`config.mk`:
```
export PLATFORM = sky130hd
export DESIGN_NAME = lct_cell
export DESIGN_NICKNAME = d
export VERILOG_FILES = /design/src/design/lct_pkg.sv /design/src/design/lct_cell.sv
export SDC_FILE = /design/constraint.sdc
export NUM_CORES = 1
export LEC_CHECK = 0
export ABC_AREA = 0
export BUFFER_PORTS_ARGS = -buffer_cell sky130_fd_sc_hd__buf_2
export CORE_AREA = 2 2 131 159
export CTS_BUF_LIST = sky130_fd_sc_hd__clkbuf_2 sky130_fd_sc_hd__clkbuf_4 sky130_fd_sc_hd__clkbuf_8
export DETAILED_ROUTE_END_ITERATION = 10
export DIE_AREA = 0 0 133 161
export GPL_TIMING_DRIVEN = 0
export PLACE_DENSITY_LB_ADDON = 0.1
export SKIP_CTS_REPAIR_TIMING = 1
export SYNTH_ARGS = -nofsm -noshare
export SYNTH_HDL_FRONTEND = slang
export SYNTH_SLANG_ARGS = --single-unit
```
`constraint.sdc`:
```
create_clock -name i_clk -period 16.5 [get_ports i_clk]
set_input_delay 1.65 -clock i_clk [delete_from_list [all_inputs] [get_ports i_clk]]
set_output_delay 1.65 -clock i_clk [all_outputs]
set_load 0.1 [all_outputs]
```
`src/design/lct_pkg.sv`:
```
package lct_pkg;

    // default sizes
    localparam int LCT_MAX_TAPS    = 32;
    localparam int LCT_SAMPLE_BITS = 16;
    localparam int LCT_RES_W       = 40;
    localparam int LCT_TRIM_W      = 2;

    // output selection codes
    typedef enum logic [LCT_TRIM_W-1:0] {
        TRIM_FULL  = 2'd0,
        TRIM_SAME  = 2'd1,
        TRIM_VALID = 2'd2
    } t_trim;

    // item kinds
    localparam logic KIND_TAP    = 1'b0;
    localparam logic KIND_SAMPLE = 1'b1;

    // control broadcast to every cell of the tap chain
    typedef struct packed {
        logic advance;
        logic clear;
    } t_chain_ctrl;

endpackage

```
`src/design/lct_cell.sv`:
```
module lct_cell import lct_pkg::*; #(
    parameter int SAMPLE_BITS = LCT_SAMPLE_BITS,
    parameter int ACC_W       = 2 * LCT_SAMPLE_BITS + 5
) (
    input  logic                          i_clk,
    input  logic                          i_rst_n,
    input  t_chain_ctrl                   i_ctrl,
    input  logic signed [SAMPLE_BITS-1:0] i_sample,
    input  logic                          i_coef_we,
    input  logic                          i_tap_on,
    input  logic signed [ACC_W-1:0]       i_acc,
    output logic signed [ACC_W-1:0]       o_acc
);

    logic signed [SAMPLE_BITS-1:0]   r_coef;
    logic signed [SAMPLE_BITS-1:0]   coef_eff;
    logic signed [2*SAMPLE_BITS-1:0] prod;
    logic signed [ACC_W-1:0]         r_acc;
    logic signed [ACC_W-1:0]         n_acc;

    // taps at or beyond the loaded count take no part
    assign coef_eff = i_tap_on ? r_coef : '0;
    assign prod     = coef_eff * i_sample;
    assign n_acc    = i_acc + ACC_W'(prod);
    assign o_acc    = r_acc;

    // coefficient of this tap
    always_ff @(posedge i_clk) begin
        if (i_coef_we) begin
            r_coef <= i_sample;
        end
    end

    // partial sum handed on towards the chain head
    always_ff @(posedge i_clk) begin
        if (!i_rst_n) begin
            r_acc <= '0;
        end else if (i_ctrl.clear) begin
            r_acc <= '0;
        end else if (i_ctrl.advance) begin
            r_acc <= n_acc;
        end
    end

endmodule

```
## Word level (Yosys, flattened, before mapping)

Index checks and enable logic that the tools add are counted.

| cells by class | value |
|---|---|
| add/subtract/negate cells | 1 |
| multipliers | 1 |
| divide/modulo/power cells | 0 |
| order comparisons | 0 |
| equality and inequality tests | 0 |
| shifts and indexed selects | 0 |
| multiplexer cells | 1 |
| bitwise logic cells | 1 |
| reduce and logical (&&, ||, !) cells | 1 |

Operators by type and width:

| cell | count |
|---|---|
| 37-bit by 32-bit adder with 37-bit output | 1 |
| 16-bit by 16-bit multiplier with 32-bit output | 1 |
| 16-bit 2-to-1 mux | 1 |
| 2-bit OR reduction | 1 |
| 1-bit inverter | 1 |

| word-level totals | value |
|---|---|
| bits in registers | 53 |
| bits in latches | 0 |
| RAM bits | 0 |
| memory bits (read-only) | 0 |
| input bits | 59 |
| output and inout port bits | 37 |
| logic and storage cells | 7 |
| memories kept | 0 |

## Logic depth before layout (Yosys ltp)

| depth | value |
|---|---|
| depth after elaboration | 3 |
| gate-level depth with buffers | 26 |

## Worst setup path before layout

No wires, ideal clock.

| timing path | value |
|---|---|
| path type | input port to flip-flop |
| start point | input port i_tap_on |
| end point | register r_acc[36], in the netlist o_acc[36] |
| arrival time | 7694 ps |
| setup slack | 8687 ps |
| stages | 25 |
| path buffers | 2 |
| cell sequence | clkbuf_1 > and2_0 > clkbuf_1 > nand2_1 > fa_1 > inv_1 > fa_1 > fa_1 > inv_1 > fa_1 > inv_1 > fa_1 > inv_1 > fa_1 > inv_1 > ha_1 > nand4_1 > a211oi_1 > a21bo_2 > o211ai_2 > nor3_2 > o41a_1 > a211oi_2 > o21ai_1 > a32o_1 |

| between the ends | value |
|---|---|
| longest elaborated chain between the ends | 3 |

RTL lines:

| what | line | RTL |
|---|---|---|
| start: declaration | lct_cell.sv:10 | `input logic i_tap_on,` |
| 16-bit 2-to-1 mux | lct_cell.sv:22 | `assign coef_eff = i_tap_on ? r_coef : '0;` |
| 16-bit by 16-bit multiplier with 32-bit output | lct_cell.sv:23 | `assign prod = coef_eff * i_sample;` |
| 37-bit by 32-bit adder with 37-bit output | lct_cell.sv:24 | `assign n_acc = i_acc + ACC_W'(prod);` |
| end signal: assignment | lct_cell.sv:41 | `r_acc <= n_acc;` |
| end: declaration | lct_cell.sv:18 | `logic signed [ACC_W-1:0] r_acc;` |

No other way between the ends.
A chain may end at the register's enable or synchronous reset.

## Worst setup path after layout

| timing path | value |
|---|---|
| start point | input port i_tap_on |
| end point | register r_acc[35], in the netlist o_acc[35] |

Same word-level chain as after synthesis.

==> impl_metrics.json <==
{
  "syn-instance-count": 1469,
  "arrival_ns": 9.20,
  "min_path_type": "reg -> reg",
  "synth_ff_type": "dfxtp_1",
  "synth_edf_count": 16,
  "finalSetupViolCount": 0,
  "grt_pass1_vias": 11640,
  "end_kind": "register",
  "cp-start-kind": "input port",
  "cts.htree.levels": 2,
  "drtPass1Iterations": 8,
  "die_w_um": 133,
  "synthArstFlopShare_pct": 0,
  "dp_hpwl_um": 31860,
  "outcome": "finished clean",
  "multi_input_area_um2": 10820,
  "vias": 10450,
  "ys_seq_elements": 53,
  "syn-num-nets": 1955,
  "clock_skew_ns": 0.01253,
  "layout.area.seq_um2": 1221,
  "grt_max_degree": 21,
  "slowest_stage": "clkbuf_1",
  "cp_max_fo": 10,
  "critPathMostFrequentCell": "fa_1",
  "num_rows": 57,
  "layout_min_cycle_time_ns": 8.942,
  "rsz0062_at_grt": "false",
  "grt_pass1_wl_um": 60460,
  "routed_wl_um": 37420,
  "tritoncts": "done",
  "start_util_pct": 68.85,
  "ioPinCount": 96,
  "clk_pin_slew_ns": 0.12,
  "yosys.cell_types.count": 50,
  "grtUsageTotal_pct": 37.38,
  "clock_latency_ns": 0.33,
  "syn_avg_cell_area_um2": 9.326,
  "final.period_utilization_pct": 54.19,
  "drv_slew": 0,
  "gp_congestion": 1.028,
  "clockBufferDepth": 2,
  "die-area_um2": 21410,
  "grt.overflow.total": 0,
  "nNetsFinal": 2056,
  "cap_viol_max_count": 0,
  "port_buffers": 94,
  "syn2layout_area_growth_pct": 6.585,
  "final_common_cell": "inv_1",
  "cts_buffers": 5,
  "drc": 0,
  "die_y_um": 161,
  "tns_ns": 0,
  "crit_type": "in -> reg",
  "netlist_area_um2": 13700,
  "fill_cells": 1492,
  "worst_pin_slew_ns": 1.072,
  "route.antenna.remaining_nets": 0,
  "core_area_um2": 19900,
  "layout-drive-gt1-share_pct": 7.193,
  "yosysSeqAreaShare_pct": 8.914,
  "cp.required_ns": 16.76,
  "via_per_inst": 5.689,
  "max_freq_mhz": 111.8,
  "cts-root-buf": "clkbuf_8",
  "hold_viol": 0,
  "place_area_um2": 14500,
  "cpPeakStageDelay_ns": 0.59,
  "yosys_warnings": 0,
  "antenna_found_initial": 0,
  "clkSinkCount": 53,
  "relSlewSlack_pct": 28.31,
  "stdcell_area_um2": 14600,
  "wl_per_cell_um": 20.37,
  "drtIter0Drc": 845,
  "final_cell_mix": "inv_1, fa_1, nand2_1"
}
-- cell type report --
class | count | area share [%]
multi-input combinational | 977 | 74.13
inverter | 380 | 9.769
sequential | 53 | 8.363
timing repair buffer | 94 | 3.222
tap | 265 | 2.271
buffer | 59 | 1.560
clock buffer | 5 | 0.4713
clock inverter | 3 | 0.1971
antenna | 1 | 0.01714
-- per-layer routing --
| layer | global-route usage, % | part of all wire, % | vias to the layer above |
|---|---|---|---|
| met4 | 18.62 | 6.0 | 0 |
| met2 | 64.13 | 51 | 466 |
| met5 | 0 | 0 | - |
| met1 | 46.35 | 36 | 5218 |
| met3 | 5.838 | 7.5 | 119 |
| li1 | - | - | 4647 |
-- synth_stat cells, drive strengths merged (3+ instances only) --
cell type	number	area, µm²
a21oi	30	150.1
clkbuf	54	202.7
nor2	55	206.5
ha	109	1364
o21ai	22	110.1
a21o	10	75.07
edfxtp	16	480.5
dfxtp	37	740.7
fa	318	6366
xor2	12	105.1
a32o	3	30.03
buf	5	25.02
nand2b	7	43.79
nand3	9	45.04
o21a	9	67.56
o211ai	8	65.06
or3	6	37.54
a21boi	3	22.52
and3	107	669.4
nor2b	6	37.54
inv	380	1426
nand2	164	618.1
nand4	4	25.02
mux2i	16	160.2
nor3	10	55.05
and2	17	106.4
a211oi	11	87.58
xnor2	19	166.4
-- state kept, by name (all words and copies together) (netlist names) --
register and flops:
o_acc 37, r_coef 16
-- critical path: cells and delay by family --
family,cells,cell delay (ns)
buf+inv,9,1.50
simple gates,4,1.18
fa+ha+maj,7,3.36
compound gates,7,1.47
-- through the flow --
stage                     setup slack (ns)  instances  util [%]  hold slack, ns
after floorplan                      8.687       1469         -          0.7945
after global placement               7.396       1828     72.88          0.4341
after detailed placement             7.326       1828     72.88          0.4403
after CTS                            7.638       1836     73.37          0.4690
after global routing                 7.222       1836     73.37          0.4940
final                                7.558       1837     73.38          0.4622
-- cell families after synthesis --
logic type | Yosys count | share of synthesized area (%)
adders and majority gates | 427 | 56.43
AOI/OAI and AO/OA | 116 | 5.863
and+or+nand+nor | 387 | 13.57
buffers and inverters | 439 | 12.07
muxes | 16 | 1.169
xor gates and xnor gates | 31 | 1.982
DFF | 53 | 8.914
-- final timing paths --
| kind | start | end | slack [ns] | cells after the start |
|---|---|---|---|---|
| min reg2reg | o_acc[20] | o_acc[20] | 0.46 | 2 |
| max | i_tap_on | o_acc[35] | 7.56 | 27 |
| min | o_acc[20] | o_acc[20] | 0.46 | 2 |
| max reg2reg | r_coef[15] | o_acc[36] | 8.94 | 24 |
Power is left out: the tool's default activity adds up to more than one toggle a clock period on the data nets, which glitch-free logic cannot reach.
