### src/design/lct_pkg.sv
package lct_pkg;

    // default sizes
    localparam int LCT_MAX_TAPS    = 32;
    localparam int LCT_SAMPLE_BITS = 16;
    localparam int LCT_RES_W       = 40;
    localparam int LCT_TRIM_W      = 2;

    // output selection codes
    typedef enum logic [LCT_TRIM_W-1:0] {
        TRIM_FULL  = 2'd0,
        TRIM_SAME  = 2'd1,
        TRIM_VALID = 2'd2
    } t_trim;

    // item kinds
    localparam logic KIND_TAP    = 1'b0;
    localparam logic KIND_SAMPLE = 1'b1;

    // control broadcast to every cell of the tap chain
    typedef struct packed {
        logic advance;
        logic clear;
    } t_chain_ctrl;

endpackage

### src/design/lct_hold_buf.sv
module lct_hold_buf import lct_pkg::*; #(
    parameter int DEPTH = LCT_MAX_TAPS,
    parameter int AW    = (DEPTH > 1) ? $clog2(DEPTH) : 1
) (
    input  logic                        i_clk,
    input  logic                        i_we,
    input  logic [AW-1:0]               i_waddr,
    input  logic signed [LCT_RES_W-1:0] i_wdata,
    input  logic [AW-1:0]               i_raddr,
    output logic signed [LCT_RES_W-1:0] o_rdata
);

    logic signed [LCT_RES_W-1:0] r_mem [DEPTH];
    logic signed [LCT_RES_W-1:0] r_rdata;

    assign o_rdata = r_rdata;

    // early outputs of the signal, kept while the cut is still open
    always_ff @(posedge i_clk) begin
        if (i_we) begin
            r_mem[i_waddr] <= i_wdata;
        end
        r_rdata <= r_mem[i_raddr];
    end

endmodule

### config.mk
export PLATFORM = sky130hd
export DESIGN_NAME = lct_hold_buf
export DESIGN_NICKNAME = d
export VERILOG_FILES = /design/src/design/lct_pkg.sv /design/src/design/lct_hold_buf.sv
export SDC_FILE = /design/constraint.sdc
export NUM_CORES = 1
export LEC_CHECK = 0
export ABC_AREA = 1
export BUFFER_PORTS_ARGS = -buffer_cell sky130_fd_sc_hd__buf_2
export CAP_MARGIN = 10
export CORE_MARGIN = 2
export CORE_UTILIZATION = 35
export DETAILED_ROUTE_END_ITERATION = 12
export MAX_ROUTING_LAYER = met4
export PLACE_DENSITY_LB_ADDON = 0.25
export REMOVE_ABC_BUFFERS = 1
export SLEW_MARGIN = 20
export SYNTH_ARGS = -nofsm -noshare
export SYNTH_HDL_FRONTEND = slang
export SYNTH_SLANG_ARGS = --single-unit
### constraint.sdc
create_clock -name i_clk -period 5.6 [get_ports i_clk]
set_input_delay 0.56 -clock i_clk [delete_from_list [all_inputs] [get_ports i_clk]]
set_output_delay 0.56 -clock i_clk [all_outputs]
set_load 0.01 [all_outputs]
# == After elaboration in Yosys (flattened, before gate mapping) ==
# Memories as Yosys holds them, arrays and structs flattened. A register that Yosys moved wholly into a read port is not among the register bits.
# Index checks and enable logic that the tools add are counted.
# totals
regBits,0
mem_bits_rw,1280
input_bits,52
output_inout_bits,40
elab_cells,3
memories,1
# classes
mux,2
# mem_list
name,words,width,rd,rd_clocked_by_memory_dff,write_ports,line,rtl
r_mem,32,40,1,1,1,lct_hold_buf.sv:13,logic signed [LCT_RES_W-1:0] r_mem [DEPTH];
# op_table
cell,count
two-way mux 1 bit,2

# == Depth between registers and ports, before layout ==
# Gate-level depths: netlist of the first run.
# depth
depth_word,2
depth_mapped,11
ltp_nobuf,9

# == Worst setup path before layout of the first run ==
# No wires, ideal clock.
# synth_timing
path_type,in2reg
startpoint,input port i_waddr[0]
endpoint,"memory r_mem[0][0], enable pin"
setup_ps,437
arrival_time_ps,2546
required_time_ps,5163
path_slack_ps,2617
stages,3
path_buffers,0
path_cell_list,inv_1 nand3_1 nor2_1
# synth_rtl
element,line,rtl
start: declaration,lct_hold_buf.sv:7,"input logic [AW-1:0] i_waddr,"
end: declaration,lct_hold_buf.sv:13,
# Straight into the memory's write port.

# == Final worst setup path of the first run ==
# layout_timing
startpoint,input port i_waddr[0]
endpoint,"memory r_mem[20][18], enable pin"
# Straight into the memory's write port.

==> metrics.cfg, run 1 <==
[run_status]
status=completed

[routing]
drtIter0Drc=3697
dr_total_vias=33310
ant_nets=0
wl_per_cell_um=22.89
wl_um=148500
drc=0
drt-pass1-iter-count=5
via_per_inst=5.135

[setup_path]
reg2regPathDepth=8
r2r_slack_ns=4.13
crit_arrival_ns=2.93
endpoint_kind=flop
worstPathRequired_ns=6.05
start_kind=input pin
critical_path_class=in -> reg
worstReg2RegStart=r_mem[5][27]$_DFFE_PP_
r2r-end=o_rdata[27]$_DFF_P_
path_max_fanout=24

[yosys]
yosys-top-cells-count=1800 x nand2_1, 1280 x edfxtp_1, 972 x nand3_1
yosys.cell_count.top_type=nand2_1
ys_types=11
yosysTopAreaCell=edfxtp_1
synthCells=4407
async_reset_ff_share_pct=0
ys_ff_latch=1320
ys.flop_type=edfxtp_1
yosys-top-cells-area=edfxtp_1 73%, nand2_1 13%, nand3_1 9.3%, buf_2 1.7%, dfxtp_1 1.5%
syn_area_sq_um=52400
synth-edff-count=1280
postSynthAreaPerCell_sq_um=11.89
ys_seq_area_share_pct=74.88
synth_top_area_share_pct=73.35
ys_warn_count=0

[timing]
setup_viol=0
min_period_over_period_pct=44.31
setup_ws_ns=3.118
slew_viol_final=0
tightest_slew_ns=1.171
rsz0062_at_grt=false
tns_ns=0
slew_headroom_pct=21.78
period_minus_slack_ns=2.482
fmax_mhz=403.0
hold_viol_final=0
skew_ns=0.02531

[floorplan]
ioPinCount=92
dieWidth_um=390.9
initial_utilization_pct=35.36
die_area_sq_um=152800
core_sq_um=148200
num_rows=141
die_h_um=390.9

[clocking]
clkTransAtPathRegs_ns=0.06
cts_htree_levels=4
max-clock-path-buffers=3
cts_tree=done
ctsResizeCount=0
clkSinkCount=1320
clockRootBuffer=clkbuf_16
hold_buffers=0
clock_latency_ns=0.78
cts_buffers=140
cts_setup_buffers=0

[global_routing]
grt.total_usage_pct=19.88
grt_pass1_vias=32290
grt_overflow=0
grt_first_pass_wirelength_um=218300
grt_max_degree=151
antenna_found_initial=9

[placed_design]
io_buffers=91
post-dp-hpwl_um=79050
post-place-ws_ns=2.298
gp_congestion=0.7660

[power_and_ir_drop]
powerDensity_nw_per_um2=360.0
p_total_mw=21.47
p_leak_nw=21.58
peakVddDrop_mv=0.2996

[finish]
area_delta_synth_final_pct=13.81
finalNetCount=4497
drive_gt1_share_pct=8.983
final_util_pct=40.24

[worst_hold_path]
holdPathEnd=o_rdata[7]$_DFF_P_
whs_path_depth=3
hold_path_class=in -> reg
hold_start=i_raddr[4]

[job]
cap_violations=0

## flip-flops by register name, indices dropped and copies added, names as in the netlist
register and cells:
r_mem 1280, o_rdata 40
## per-layer routing
metal  wire (um)  part of all wire [%]  GRT usage (%)
met5           0                     0              -
met2       67490                    45          29.69
met1       68230                    46          27.78
met4        3698                   2.5          5.981
met3        9075                   6.1          3.400
## kinds of logic after synthesis
| group | after synthesis | share of synthesized area, % |
|---|---|---|
| buffers and inverters | 283 | 2.717 |
| flip-flops | 1320 | 74.88 |
| AND/OR/NAND/NOR | 2804 | 22.41 |
## critical path, stage by stage
cell	delay (ns)
buf_2	0.13
inv_1	0.09
nand3_1	0.60
nor2_4	1.16
buf_4	0.38
## area by class of cell
type,instances,area [sq um]
antenna,4,10.01
clock buffer,198,3934
clock inverter,52,565.5
fill,13920,88550
inverter,10,62.56
multi-input combinational,2804,11980
sequential,1320,39240
tap,1930,2415
timing repair buffer,169,1433
## placed cells by master (no fill, tap or decap), drive strengths merged
cell and instances:
buf 168, nor2 32, clkinvlp 1, dfxtp 40, nand3 972, nand2 1800
diode 4, clkbuf 199, bufinv 8, edfxtp 1280, inv 19, clkinv 34
## through the flow
stage               cell area, sq um  instances  hold WS (ns)
finish                         59640       6487        0.2717
global route                   59640       6486        0.2310
CTS                            59550       6480        0.2010
detailed placement             55050       6230        0.7502
global placement               54920       6225        0.7307
floorplan                      51020       4134        0.6589
## how the worst max path moves through the flow
stage	startpoint	endpoint	slack, ns	depth (start not counted)
global placement	i_waddr[0]	r_mem[16][10]$_DFFE_PP_	2.31	5
finish	i_waddr[0]	r_mem[20][18]$_DFFE_PP_	3.12	5
CTS	i_waddr[0]	r_mem[22][1]$_DFFE_PP_	3.15	5
global route	i_raddr[0]	o_rdata[20]$_DFF_P_	3.00	11
detailed placement	i_waddr[0]	r_mem[22][38]$_DFFE_PP_	2.30	5
floorplan	i_raddr[0]	o_rdata[11]$_DFF_P_	-0.44	9
## power breakdown
group / total, mW / switching (mW) / internal [mW]
clock: 9.14 / 3.85 / 5.29
sequential: 11.0 / 0.0441 / 11.0
combinational: 1.30 / 0.994 / 0.311
total: 21.5 / 4.89 / 16.6
(Power assumes the default switching activity.)
==> inputs of run 2 (changes only) <==
Clock period 5.6 ns to 2.4 ns, I/O delays scaled along.
==> metrics.cfg, run 2 (synthesized netlist as in run 1, its figures left out) <==
[floorplan]
ioPinCount=92  ; unchanged
num_rows=141  ; unchanged
core_sq_um=148200  ; unchanged
dieWidth_um=390.9  ; unchanged
initial_utilization_pct=35.36  ; unchanged
die_area_sq_um=152800  ; unchanged
die_h_um=390.9  ; unchanged

[setup_path]
critical_path_class=reg -> out
cp_slowest_cell=dfxtp_1
path_max_fanout=1  ; -96%
cp_top_family=flip-flops
endpoint_kind=output pin
path_cells=buf_2
worstPathRequired_ns=2.16  ; -3.89 ns
crit_arrival_ns=1.54  ; -1.39 ns
start_kind=flop
reg2regPathDepth=8  ; unchanged
worstReg2RegStart=r_mem[21][27]$_DFFE_PP_
cpPeakStageDelay_ns=0.55  ; -0.61 ns
r2r-end=o_rdata[27]$_DFF_P_
r2r_slack_ns=1.22  ; -2.91 ns
crit_buf_inv=1  ; -2

[global_routing]
grt_overflow=0  ; unchanged
antenna_found_initial=10  ; +1
grt_max_degree=90  ; -40%
grt.total_usage_pct=20.05  ; +0.17 points
grt_first_pass_wirelength_um=220000  ; +0.76%
grt_pass1_vias=32900  ; +1.9%

[worst_hold_path]
whs_path_depth=8  ; +5
hold_start=i_raddr[1]
holdPathEnd=o_rdata[33]$_DFF_P_
hold_path_class=in -> reg

[routing]
ant_nets=0  ; unchanged
wl_um=149500  ; +0.67%
wl_per_cell_um=22.67  ; -0.95%
via_per_inst=5.145  ; +0.20%
drt-pass1-iter-count=5  ; unchanged
dr_total_vias=33920  ; +1.8%
drtIter0Drc=3143  ; -15%
drc=0  ; unchanged

[job]
cap_violations=0  ; unchanged

[clocking]
max-clock-path-buffers=3  ; unchanged
cts_buffers=143  ; +2.1%
cts_tree=done
cts_setup_buffers=0  ; unchanged
clkTransAtPathRegs_ns=0.06  ; about the same
clock_latency_ns=0.77  ; about the same
clockRootBuffer=clkbuf_16
hold_buffers=42  ; +42
clkSinkCount=1320  ; unchanged
ctsResizeCount=0  ; unchanged
cts_htree_levels=4  ; unchanged

[run_status]
status=completed

[timing]
skew_ns=0.03476  ; +0.009448 ns
period_minus_slack_ns=1.783
fmax_mhz=560.9
setup_viol=0  ; unchanged
slew_viol_final=0  ; unchanged
tightest_slew_ns=0.6281  ; -0.5425 ns
min_period_over_period_pct=74.29
hold_viol_final=0  ; unchanged
slew_headroom_pct=58.13  ; +36 points
rsz0062_at_grt=false

[finish]
max_flop_register=r_mem
drive_gt1_share_pct=9.680  ; +0.70 points
finalNetCount=4593  ; +2.1%
final_common_cell=nand2_1
area_delta_synth_final_pct=16.70
largest_reg_flops=1280  ; unchanged
final_util_pct=41.27  ; +1.0 points
final_cell_mix=1800 x nand2_1, 1280 x edfxtp_1, 972 x nand3_1, 144 x clkbuf_16, 86 x buf_2

[power_and_ir_drop]
powerDensity_nw_per_um2=824.3  ; +130%
p_leak_nw=22.20  ; +2.9%
peakVddDrop_mv=0.4899  ; +64%
p_total_mw=50.41  ; +130%

[placed_design]
post-dp-hpwl_um=77200  ; -2.3%
io_buffers=91  ; unchanged
gp_congestion=0.7615  ; -0.59%

## run 2: worst register-to-register path: stages (launching register included)
cell and delay, ns:
edfxtp_1 0.35, nand2_1 0.07, nand3_1 0.08, nand3_1 0.10, nand2_1 0.09, nand2_1 0.07, nand2_1 0.06, nand2_1 0.16
nand2_1 0.08
## run 2: worst max path at each step
stage / start / to / slack (ns) / cells after the start
floorplan: i_raddr[0] / o_rdata[11]$_DFF_P_ / -3.32 / 9
global placement: i_waddr[2] / r_mem[24][30]$_DFFE_PP_ / 0.47 / 5
detailed placement: i_raddr[0] / o_rdata[37]$_DFF_P_ / 0.47 / 12
CTS: o_rdata[11]$_DFF_P_ / o_rdata[11] / 0.53 / 1
global route: o_rdata[11]$_DFF_P_ / o_rdata[11] / 0.56 / 1
finish: o_rdata[11]$_DFF_P_ / o_rdata[11] / 0.62 / 1
## run 2: stage by stage
stage / setup WS (ns) / std cells / hold WS (ns) / instance area [sq um] / TNS, ns
3_5_place_dp: 0.4721 / 6284 / 0.6332 / 56130 / 0
5_1_grt: 0.5585 / 6593 / 0.1774 / 61150 / 0
3_3_place_gp: 0.4684 / 6284 / 0.6336 / 56130 / 0
4_1_cts: 0.5289 / 6589 / 0.05437 / 61140 / 0
2_1_floorplan: -3.315 / 4134 / 0.3389 / 51020 / -446.59
6_report: 0.6171 / 6593 / 0.1153 / 61150 / 0
## run 2: routing by layer
layer	share of wire [%]	global-route usage, %
met2	46	30.59
met5	0	-
met4	2.5	5.890
met1	45	27.65
met3	6.0	3.256
## run 2: cell type report
type | count | area (sq um)
antenna | 4 | 10.01
clock buffer | 202 | 3891
clock inverter | 61 | 701.9
fill | 13770 | 87040
inverter | 10 | 62.56
multi-input combinational | 2804 | 11980
sequential | 1320 | 39240
tap | 1930 | 2415
timing repair buffer | 262 | 2854
## run 2: where the power goes
group          leakage (nW)  total (mW)  internal, mW  switching, mW
Combinational          8.11        3.07         0.878           2.19
Sequential             11.9        25.8          25.6          0.128
Clock                  2.22        21.6          12.4           9.18
Total                  22.2        50.4          38.9           11.5
